`config.mk`:
```
export PLATFORM = sky130hd
export DESIGN_NAME = adpcm_nibble_encoder_8bit_top_flat
export DESIGN_NICKNAME = d
export VERILOG_FILES = /design/src/rtl/adpcmn_pkg.sv /design/src/rtl/adpcmn_if.sv /design/src/rtl/adpcm_nibble_encoder_8bit_top.sv /design/src/rtl/adpcmn_qdiv.sv /design/src/flat_wrapper.sv
export SDC_FILE = /design/constraint.sdc
export NUM_CORES = 1
export LEC_CHECK = 0
export ABC_AREA = 1
export BUFFER_PORTS_ARGS = -buffer_cell sky130_fd_sc_hd__buf_2
export CAP_MARGIN = 20
export CORE_MARGIN = 2
export CORE_UTILIZATION = 45
export DETAILED_ROUTE_END_ITERATION = 10
export GPL_TIMING_DRIVEN = 0
export HOLD_SLACK_MARGIN = 0.08
export PLACE_DENSITY = 0.72
export SLEW_MARGIN = 40
export SYNTH_ARGS = -nofsm -noshare
export SYNTH_HDL_FRONTEND = slang
export SYNTH_SLANG_ARGS = --single-unit
```
`constraint.sdc`:
```
create_clock -name i_clk -period 6.65 [get_ports i_clk]
set_clock_uncertainty 0.15 [all_clocks]
set_input_delay 0.3325 -clock i_clk [delete_from_list [all_inputs] [get_ports i_clk]]
set_output_delay 0.3325 -clock i_clk [all_outputs]
set_load 0.01 [all_outputs]
```
`src/rtl/adpcmn_pkg.sv`:
```
package adpcmn_pkg;

    localparam int SmpW  = 8;
    localparam int CodeW = 4;
    localparam int MagW  = 3;
    localparam int IdxW  = 7;
    localparam int StepW = 15;
    // remainder / dividend width: holds 4*step and 7*step
    localparam int DivW  = 18;
    localparam int AdjW  = 5;

    localparam logic [IdxW-1:0]        IndexMax = 7'd88;
    localparam logic signed [SmpW-1:0] PredMax  = 8'sd127;
    localparam logic signed [SmpW-1:0] PredMin  = -8'sd128;

    typedef struct packed {
        logic            busy;
        logic [MagW-1:0] mag;
    } t_div_sts;

    function automatic logic [StepW-1:0] step_size(input logic [IdxW-1:0] idx);
        logic [StepW-1:0] s;
        case (idx)
            7'd0:  s = 15'd7;     7'd1:  s = 15'd8;     7'd2:  s = 15'd9;
            7'd3:  s = 15'd10;    7'd4:  s = 15'd11;    7'd5:  s = 15'd12;
            7'd6:  s = 15'd13;    7'd7:  s = 15'd14;    7'd8:  s = 15'd16;
            7'd9:  s = 15'd17;    7'd10: s = 15'd19;    7'd11: s = 15'd21;
            7'd12: s = 15'd23;    7'd13: s = 15'd25;    7'd14: s = 15'd28;
            7'd15: s = 15'd31;    7'd16: s = 15'd34;    7'd17: s = 15'd37;
            7'd18: s = 15'd41;    7'd19: s = 15'd45;    7'd20: s = 15'd50;
            7'd21: s = 15'd55;    7'd22: s = 15'd60;    7'd23: s = 15'd66;
            7'd24: s = 15'd73;    7'd25: s = 15'd80;    7'd26: s = 15'd88;
            7'd27: s = 15'd97;    7'd28: s = 15'd107;   7'd29: s = 15'd118;
            7'd30: s = 15'd130;   7'd31: s = 15'd143;   7'd32: s = 15'd157;
            7'd33: s = 15'd173;   7'd34: s = 15'd190;   7'd35: s = 15'd209;
            7'd36: s = 15'd230;   7'd37: s = 15'd253;   7'd38: s = 15'd279;
            7'd39: s = 15'd307;   7'd40: s = 15'd337;   7'd41: s = 15'd371;
            7'd42: s = 15'd408;   7'd43: s = 15'd449;   7'd44: s = 15'd494;
            7'd45: s = 15'd544;   7'd46: s = 15'd598;   7'd47: s = 15'd658;
            7'd48: s = 15'd724;   7'd49: s = 15'd796;   7'd50: s = 15'd876;
            7'd51: s = 15'd963;   7'd52: s = 15'd1060;  7'd53: s = 15'd1166;
            7'd54: s = 15'd1282;  7'd55: s = 15'd1411;  7'd56: s = 15'd1552;
            7'd57: s = 15'd1707;  7'd58: s = 15'd1878;  7'd59: s = 15'd2066;
            7'd60: s = 15'd2272;  7'd61: s = 15'd2499;  7'd62: s = 15'd2749;
            7'd63: s = 15'd3024;  7'd64: s = 15'd3327;  7'd65: s = 15'd3660;
            7'd66: s = 15'd4026;  7'd67: s = 15'd4428;  7'd68: s = 15'd4871;
            7'd69: s = 15'd5358;  7'd70: s = 15'd5894;  7'd71: s = 15'd6484;
            7'd72: s = 15'd7132;  7'd73: s = 15'd7845;  7'd74: s = 15'd8630;
            7'd75: s = 15'd9493;  7'd76: s = 15'd10442; 7'd77: s = 15'd11487;
            7'd78: s = 15'd12635; 7'd79: s = 15'd13899; 7'd80: s = 15'd15289;
            7'd81: s = 15'd16818; 7'd82: s = 15'd18500; 7'd83: s = 15'd20350;
            7'd84: s = 15'd22385; 7'd85: s = 15'd24623; 7'd86: s = 15'd27086;
            7'd87: s = 15'd29794; 7'd88: s = 15'd32767;
            default: s = 15'd32767;
        endcase
        return s;
    endfunction

    function automatic logic signed [AdjW-1:0] index_adjust(input logic [MagW-1:0] mag);
        logic signed [AdjW-1:0] a;
        case (mag)
            3'd4:    a = 5'sd2;
            3'd5:    a = 5'sd4;
            3'd6:    a = 5'sd6;
            3'd7:    a = 5'sd8;
            default: a = -5'sd1;
        endcase
        return a;
    endfunction

endpackage

```
`src/rtl/adpcmn_if.sv`:
```
interface adpcmn_in_if
    import adpcmn_pkg::*;
();
    logic                   valid;
    logic                   ready;
    logic signed [SmpW-1:0] linear_sample;
    logic                   block_end;

    modport source (output valid, output linear_sample, output block_end, input ready);
    modport sink   (input valid, input linear_sample, input block_end, output ready);
endinterface

interface adpcmn_out_if
    import adpcmn_pkg::*;
();
    logic             valid;
    logic             ready;
    logic [CodeW-1:0] adpcm_code;
    logic             last_in_block;

    modport source (output valid, output adpcm_code, output last_in_block, input ready);
    modport sink   (input valid, input adpcm_code, input last_in_block, output ready);
endinterface

```
`src/rtl/adpcm_nibble_encoder_8bit_top.sv`:
```
// ADPCM nibble encoder: one signed 8-bit sample in, one 4-bit code out (bit 3 sign,
// bits 2..0 magnitude), IMA step tables with an 8-bit saturating predictor. Each sample
// keeps i_smp.ready low from its beat until its write-back: the shared compare/subtract
// quotient unit tests step << k for k = 2, 1, 0, then predictor and step index are
// updated and the output register loaded. The difference is formed straight off the
// input beat, so no new sample is taken until the previous one has been written back.
// The code is registered at the write-back. A finished code waits in the output
// register, so the next sample is taken even while downstream stalls; only a second
// finished code waits for that register to drain. A beat with block_end set returns
// predictor and step index to zero after its own code is formed.
module adpcm_nibble_encoder_8bit_top
    import adpcmn_pkg::*;
(
    input  logic          i_clk,
    input  logic          i_rst_n,
    adpcmn_in_if.sink     i_smp,
    adpcmn_out_if.source  o_code
);

    typedef enum logic [1:0] {
        S_IDLE = 2'b01,
        S_RUN  = 2'b10
    } t_state;

    t_state r_state, n_state;

    logic signed [SmpW-1:0] r_pred, n_pred;
    logic [IdxW-1:0]        r_idx, n_idx;

    logic [DivW-1:0]  r_dvd;
    logic             r_sign;
    logic [StepW-1:0] r_step;
    logic             r_last;

    logic             r_out_valid, n_out_valid;
    logic [CodeW-1:0] r_code;
    logic             r_olast;

    logic in_acc, slot_free, wb;
    t_div_sts div_sts;
    logic [DivW-1:0] div_rem;

    logic signed [SmpW:0]   w_diff;
    logic [SmpW-1:0]        w_abs;
    logic [DivW-1:0]        w_dividend;
    logic [DivW-1:0]        w_prod;
    logic [DivW-1:0]        w_move;
    logic signed [DivW:0]   w_pred_sum;
    logic signed [SmpW-1:0] w_pred_new;
    logic signed [AdjW-1:0] w_adj;
    logic signed [IdxW+1:0] w_idx_sum;
    logic [IdxW-1:0]        w_idx_new;

    assign in_acc    = i_smp.valid && i_smp.ready;
    assign slot_free = !r_out_valid || o_code.ready;
    assign wb        = (r_state == S_RUN) && !div_sts.busy && slot_free;

    // difference straight off the input beat; |diff| <= 255 fits in 8 bits
    assign w_diff     = {i_smp.linear_sample[SmpW-1], i_smp.linear_sample}
                      - {r_pred[SmpW-1], r_pred};
    assign w_abs      = w_diff[SmpW] ? SmpW'(~w_diff + 1'b1) : SmpW'(w_diff);
    assign w_dividend = {{(DivW-SmpW-2){1'b0}}, w_abs, 2'b00};

    adpcmn_qdiv u_qdiv (
        .i_clk      (i_clk),
        .i_rst_n    (i_rst_n),
        .i_start    (in_acc),
        .i_dividend (w_dividend),
        .i_step     (r_step),
        .o_sts      (div_sts),
        .o_rem      (div_rem)
    );

    // mag*step falls out of the divider: dividend minus remainder
    assign w_prod     = r_dvd - div_rem;
    assign w_move     = (w_prod >> 2) + {{(DivW-StepW){1'b0}}, r_step >> 3};
    assign w_pred_sum = r_sign
        ? ({{(DivW+1-SmpW){r_pred[SmpW-1]}}, r_pred} - $signed({1'b0, w_move}))
        : ({{(DivW+1-SmpW){r_pred[SmpW-1]}}, r_pred} + $signed({1'b0, w_move}));

    always_comb begin
        if (w_pred_sum > $signed({{(DivW+1-SmpW){1'b0}}, PredMax})) begin
            w_pred_new = PredMax;
        end else if (w_pred_sum < $signed({{(DivW+1-SmpW){1'b1}}, PredMin})) begin
            w_pred_new = PredMin;
        end else begin
            w_pred_new = w_pred_sum[SmpW-1:0];
        end
    end

    assign w_adj     = index_adjust(div_sts.mag);
    assign w_idx_sum = $signed({2'b00, r_idx})
                     + {{(IdxW+2-AdjW){w_adj[AdjW-1]}}, w_adj};

    always_comb begin
        if (w_idx_sum < 0) begin
            w_idx_new = '0;
        end else if (w_idx_sum > $signed({2'b00, IndexMax})) begin
            w_idx_new = IndexMax;
        end else begin
            w_idx_new = w_idx_sum[IdxW-1:0];
        end
    end

    always_comb begin
        n_state     = r_state;
        n_pred      = r_pred;
        n_idx       = r_idx;
        n_out_valid = r_out_valid && !o_code.ready;
        case (r_state)
            S_IDLE: begin
                if (in_acc) begin
                    n_state = S_RUN;
                end
            end
            S_RUN: begin
                if (wb) begin
                    n_state     = S_IDLE;
                    n_out_valid = 1'b1;
                    n_pred      = r_last ? '0 : w_pred_new;
                    n_idx       = r_last ? '0 : w_idx_new;
                end
            end
            default: n_state = S_IDLE;
        endcase
    end

    always_ff @(posedge i_clk) begin
        if (!i_rst_n) begin
            r_state     <= S_IDLE;
            r_pred      <= '0;
            r_idx       <= '0;
            r_out_valid <= 1'b0;
        end else begin
            r_state     <= n_state;
            r_pred      <= n_pred;
            r_idx       <= n_idx;
            r_out_valid <= n_out_valid;
        end
    end

    always_ff @(posedge i_clk) begin
        if (in_acc) begin
            r_dvd  <= w_dividend;
            r_sign <= w_diff[SmpW];
            r_step <= step_size(r_idx);
            r_last <= i_smp.block_end;
        end
        if (wb) begin
            r_code  <= {r_sign, div_sts.mag};
            r_olast <= r_last;
        end
    end

    assign i_smp.ready          = (r_state == S_IDLE);
    assign o_code.valid         = r_out_valid;
    assign o_code.adpcm_code    = r_code;
    assign o_code.last_in_block = r_olast;

endmodule

```
`src/rtl/adpcmn_qdiv.sv`:
```
// Restoring quotient unit: one compare/subtract of (step << k) per cycle, k = 2,1,0.
// A dividend of 8*step or more saturates naturally at 7.
module adpcmn_qdiv
    import adpcmn_pkg::*;
(
    input  logic             i_clk,
    input  logic             i_rst_n,
    input  logic             i_start,
    input  logic [DivW-1:0]  i_dividend,
    input  logic [StepW-1:0] i_step,
    output t_div_sts         o_sts,
    output logic [DivW-1:0]  o_rem
);

    logic [DivW-1:0] r_rem;
    logic [MagW-1:0] r_mag;
    logic [1:0]      r_cnt;
    logic            r_busy;

    logic [DivW-1:0] w_shifted;
    logic [DivW:0]   w_sub;
    logic            w_ge;

    assign w_shifted = {{(DivW-StepW){1'b0}}, i_step} << r_cnt;
    assign w_sub     = {1'b0, r_rem} - {1'b0, w_shifted};
    assign w_ge      = !w_sub[DivW];

    always_ff @(posedge i_clk) begin
        if (!i_rst_n) begin
            r_busy <= 1'b0;
            r_cnt  <= 2'd0;
        end else if (i_start) begin
            r_busy <= 1'b1;
            r_cnt  <= 2'd2;
        end else if (r_busy) begin
            if (r_cnt == 2'd0) begin
                r_busy <= 1'b0;
            end
            r_cnt <= r_cnt - 2'd1;
        end
    end

    always_ff @(posedge i_clk) begin
        if (i_start) begin
            r_rem <= i_dividend;
            r_mag <= '0;
        end else if (r_busy) begin
            if (w_ge) begin
                r_rem <= w_sub[DivW-1:0];
            end
            r_mag <= {r_mag[MagW-2:0], w_ge};
        end
    end

    assign o_sts.busy = r_busy;
    assign o_sts.mag  = r_mag;
    assign o_rem      = r_rem;

endmodule

```
`src/flat_wrapper.sv`:
```
// flat-port wrapper written by rule: the top's interface ports become plain ports
module adpcm_nibble_encoder_8bit_top_flat import adpcmn_pkg::*;
  (i_clk, i_rst_n, i_smp_valid, i_smp_linear_sample, i_smp_block_end, i_smp_ready, o_code_valid, o_code_adpcm_code, o_code_last_in_block, o_code_ready);
  adpcmn_in_if i_smp_i ();
  adpcmn_out_if o_code_i ();
  input  logic i_clk;
  input  logic i_rst_n;
  input wire logic [$bits(i_smp_i.valid)-1:0] i_smp_valid;
  input wire logic [$bits(i_smp_i.linear_sample)-1:0] i_smp_linear_sample;
  input wire logic [$bits(i_smp_i.block_end)-1:0] i_smp_block_end;
  output wire logic [$bits(i_smp_i.ready)-1:0] i_smp_ready;
  output wire logic [$bits(o_code_i.valid)-1:0] o_code_valid;
  output wire logic [$bits(o_code_i.adpcm_code)-1:0] o_code_adpcm_code;
  output wire logic [$bits(o_code_i.last_in_block)-1:0] o_code_last_in_block;
  input wire logic [$bits(o_code_i.ready)-1:0] o_code_ready;
  assign i_smp_i.valid = i_smp_valid;
  assign i_smp_i.linear_sample = i_smp_linear_sample;
  assign i_smp_i.block_end = i_smp_block_end;
  assign i_smp_ready = i_smp_i.ready;
  assign o_code_valid = o_code_i.valid;
  assign o_code_adpcm_code = o_code_i.adpcm_code;
  assign o_code_last_in_block = o_code_i.last_in_block;
  assign o_code_i.ready = o_code_ready;
  adpcm_nibble_encoder_8bit_top u_core (.i_clk(i_clk), .i_rst_n(i_rst_n), .i_smp(i_smp_i), .o_code(o_code_i));
endmodule
```
==> run_results.csv <==
group,metric,value,unit
routing,via_count,8902,
yosys,synthCells,1344,
finish,antenna-diode-count,0,
yosys,synth_edf_count,38,
outcome,status,"finished clean",
sta,setup-tns-final,0,ns
yosys,ys_types,55,
finish,areaGrowthSynthToFinish,8.78,%
worst_setup_path,startpoint_type,"flip-flop",
die,core-area,19400,sq um
clock_tree,cts.reportedPaths.clkPinSlew,0.06,ns
yosys,ys_seq_elements,72,
yosys,synth_top_area_share,13.5,%
power_and_ir_drop,leakage,4.64,nW
run,maxCapViolations,0,
worst_setup_path,r2r_start,"u_core.u_qdiv.o_rem[3]",
die,start_util,45.8,%
routing,wire_per_inst,15.8,um
worst_setup_path,crit_path_end,"u_core.r_pred[2]",
power_and_ir_drop,finalPower,3.31,mW
yosys,avgSynthCellArea,6.62,sq um
placement,gp_congestion,0.994,
placement,post_dp_cell_area,9350,sq um
finish,nNetsFinal,1489,
clock_tree,cts_tree,"yes",
routing,drcViolationCount,0,
global_route,grt_overflow,0,
worst_setup_path,worstSetupStartpoint,"u_core.u_qdiv.o_rem[3]",
sta,setup_ws,0.998,ns
sta,final.period_utilization,85.0,%
placement,post-place-ws,1.08,ns
routing,viasPerCell,5.41,
finish,layout.cells.non_filler,1646,
clock_tree,htreeDepth,3,
routing,drt-total-wl,26000,um
routing,antenna_left,0,
clock_tree,clkSinkCount,72,
yosys,async_flop_share,0,%
global_route,grt_max_degree,29,
worst_setup_path,r2r-end,"u_core.r_pred[2]",
worst_setup_path,slowest_stage,"edfxtp_1",
placement,dp_cells,1629,
sta,worst_pin_slew,0.727,ns
die,dieHeight,145,um
yosys,synth_ff_type,"edfxtp_1",
clock_tree,root_buffer,"clkbuf_16",
sta,maxSlewHeadroom,51.0,%
die,num_rows,51,
yosys,syn_nets,1457,
min_path,hp-start,"o_code_ready",
finish,n_fill_cell,2003,
worst_setup_path,crit_top_cell,"nand2_1",
global_route,grt_pass1_vias,8392,
finish,fin_area,9670,sq um
yosys,synth.area.top_cells,"nand2_1 (14%), ha_1 (13%), edfxtp_1 (13%)",
clock_tree,clockBufferDepth,2,
yosys,mappedNetlistArea,8890,sq um
routing,first_pass_iters,7,
routing,drt_iter0_markers,686,
die,fp.dieW,145,um
clock_tree,cts_setup_buffers,0,
worst_setup_path,regToRegSetupSlack,1.0,ns
worst_setup_path,crit_required,6.76,ns
worst_setup_path,crit_path_max_fanout,7,
global_route,grt_util_all_layers,25.5,%
clock_tree,cts_made_buffers,9,
sta,finalHoldViolCount,0,
power_and_ir_drop,peakVddDrop,0.152,mV
finish,regArea,1820,sq um
yosys,synth_top_area_cell,"nand2_1",
finish,drive_gt1_share,7.46,%
min_path,hold_path_class,"in -> reg",
worst_setup_path,critPathMaxStageDelay,0.39,ns
worst_setup_path,cp-end-kind,"flip-flop",
sta,setup_viol,0,
worst_setup_path,crit_type,"reg -> reg",
clock_tree,clk_latency,0.34,ns
global_route,antenna_found_initial,0,
sta,min_period,5.65,ns
power_and_ir_drop,p_per_area,342,nW/um^2
global_route,grt_pass1_wl,41700,um
die,ioPinCount,20,
placement,io_buffers,19,
sta,rsz0062_at_grt,"false",
yosys,ys_warn_count,0,
yosys,yosysSeqAreaShare,20.5,%
sta,max_freq,177,MHz
finish,multi_input_area,6200,sq um
sta,whs,0.104,ns
worst_setup_path,r2r_cells,36,
placement,place_hpwl,20900,um
worst_setup_path,cp_data_arrival_time,5.76,ns
finish,final_core_util,49.9,%
sta,slew_viol_final,0,
die,dieArea,20900,sq um
[what timing repair did]
item	CTS	global route
resized for setup	0	0
hold buffers	1	0
hold endpoints to repair	1	0
[worst min-delay path by stage]
stage | end | slack (ns) | cells after the start
2_1_floorplan | u_core.o_code.adpcm_code[3] | 0.27 | 0
3_3_place_gp | u_core.o_code.valid | 0.32 | 2
3_5_place_dp | u_core.o_code.valid | 0.33 | 2
4_1_cts | u_core.o_code.valid | 0.1 | 4
5_1_grt | u_core.o_code.valid | 0.11 | 4
6_report | u_core.o_code.valid | 0.10 | 4
[cells by family after synthesis]
kind of cell	Yosys count	synth area share, %
AOI/OAI and AO/OA	295	18.6
xor gates and xnor gates	72	7.77
adders and majority gates	100	14.5
buffers and inverters	229	9.75
DFF	72	20.5
muxes	2	0.225
and+or+nand+nor	574	28.6
[routing by layer]
layer	share of wire (%)	vias to the layer above	track usage, %
met5	0	-	0
met4	3.6	0	9.66
met1	44	4038	32.3
met3	4.8	68	2.75
li1	-	4531	-
met2	48	265	44.4
[cell type report]
type	count	area share (%)
buffer	36	1.49
clock buffer	10	2.59
clock inverter	6	0.673
inverter	193	7.49
multi-input combinational	1043	64.1
sequential	72	18.8
tap	265	3.43
timing repair buffer	21	1.37
[cell usage in the layout, fill, tap and decap left out, types with 7 or more instances in the layout]
cell / count
a21oi_1: 112
a31oi_1: 12
buf_2: 20
clkbuf_1: 33
clkbuf_16: 10
dfxtp_1: 34
edfxtp_1: 38
ha_1: 95
inv_1: 181
inv_2: 8
nand2_1: 320
nand2_2: 19
nand3_1: 54
nand3_2: 8
nand3b_1: 8
nand4_1: 15
nor2_1: 96
nor2_2: 7
nor3_1: 25
o211ai_1: 7
o21ai_0: 110
or2_2: 8
xnor2_1: 29
xor2_1: 38
[cells in the mapped netlist (all sizes together) (25+ instances only)]
master  count
a21oi     115
dfxtp      34
xor2       42
xnor2      30
edfxtp     38
ha         95
nor3       25
o21ai     113
nor2      106
nand3      64
clkbuf     33
nand2     342
inv       189
[state kept, by name (all words and copies together), names as in the netlist, 2 cells and up]
| signal | cells |
|---|---|
| u_core.r_idx | 7 |
| u_core.r_step | 15 |
| u_core.u_qdiv.o_rem | 18 |
| u_core.u_qdiv.r_cnt | 2 |
| u_core.r_pred | 8 |
| u_core.r_dvd | 8 |
| u_core.o_code.adpcm_code | 4 |
| u_core.u_qdiv.r_mag | 3 |
| u_core.r_state | 2 |
[worst max-delay path: cells and delay by family (launching register included)]
kind,cells,cell delay (ns)
AO/OA/AOI/OAI,5,0.92
XOR/XNOR,3,0.48
adder cells (fa/ha/maj),3,1.02
buffers and inverters,5,0.37
flip-flops,1,0.39
AND/OR/NAND/NOR,20,2.24
[power by group]
part / internal [mW] / switching, mW / total [mW]
logic: 0.836 / 1.41 / 2.24
registers: 0.515 / 0.0378 / 0.552
clock network: 0.314 / 0.200 / 0.514
total: 1.66 / 1.65 / 3.31
Power figures use the tool's default switching activity.
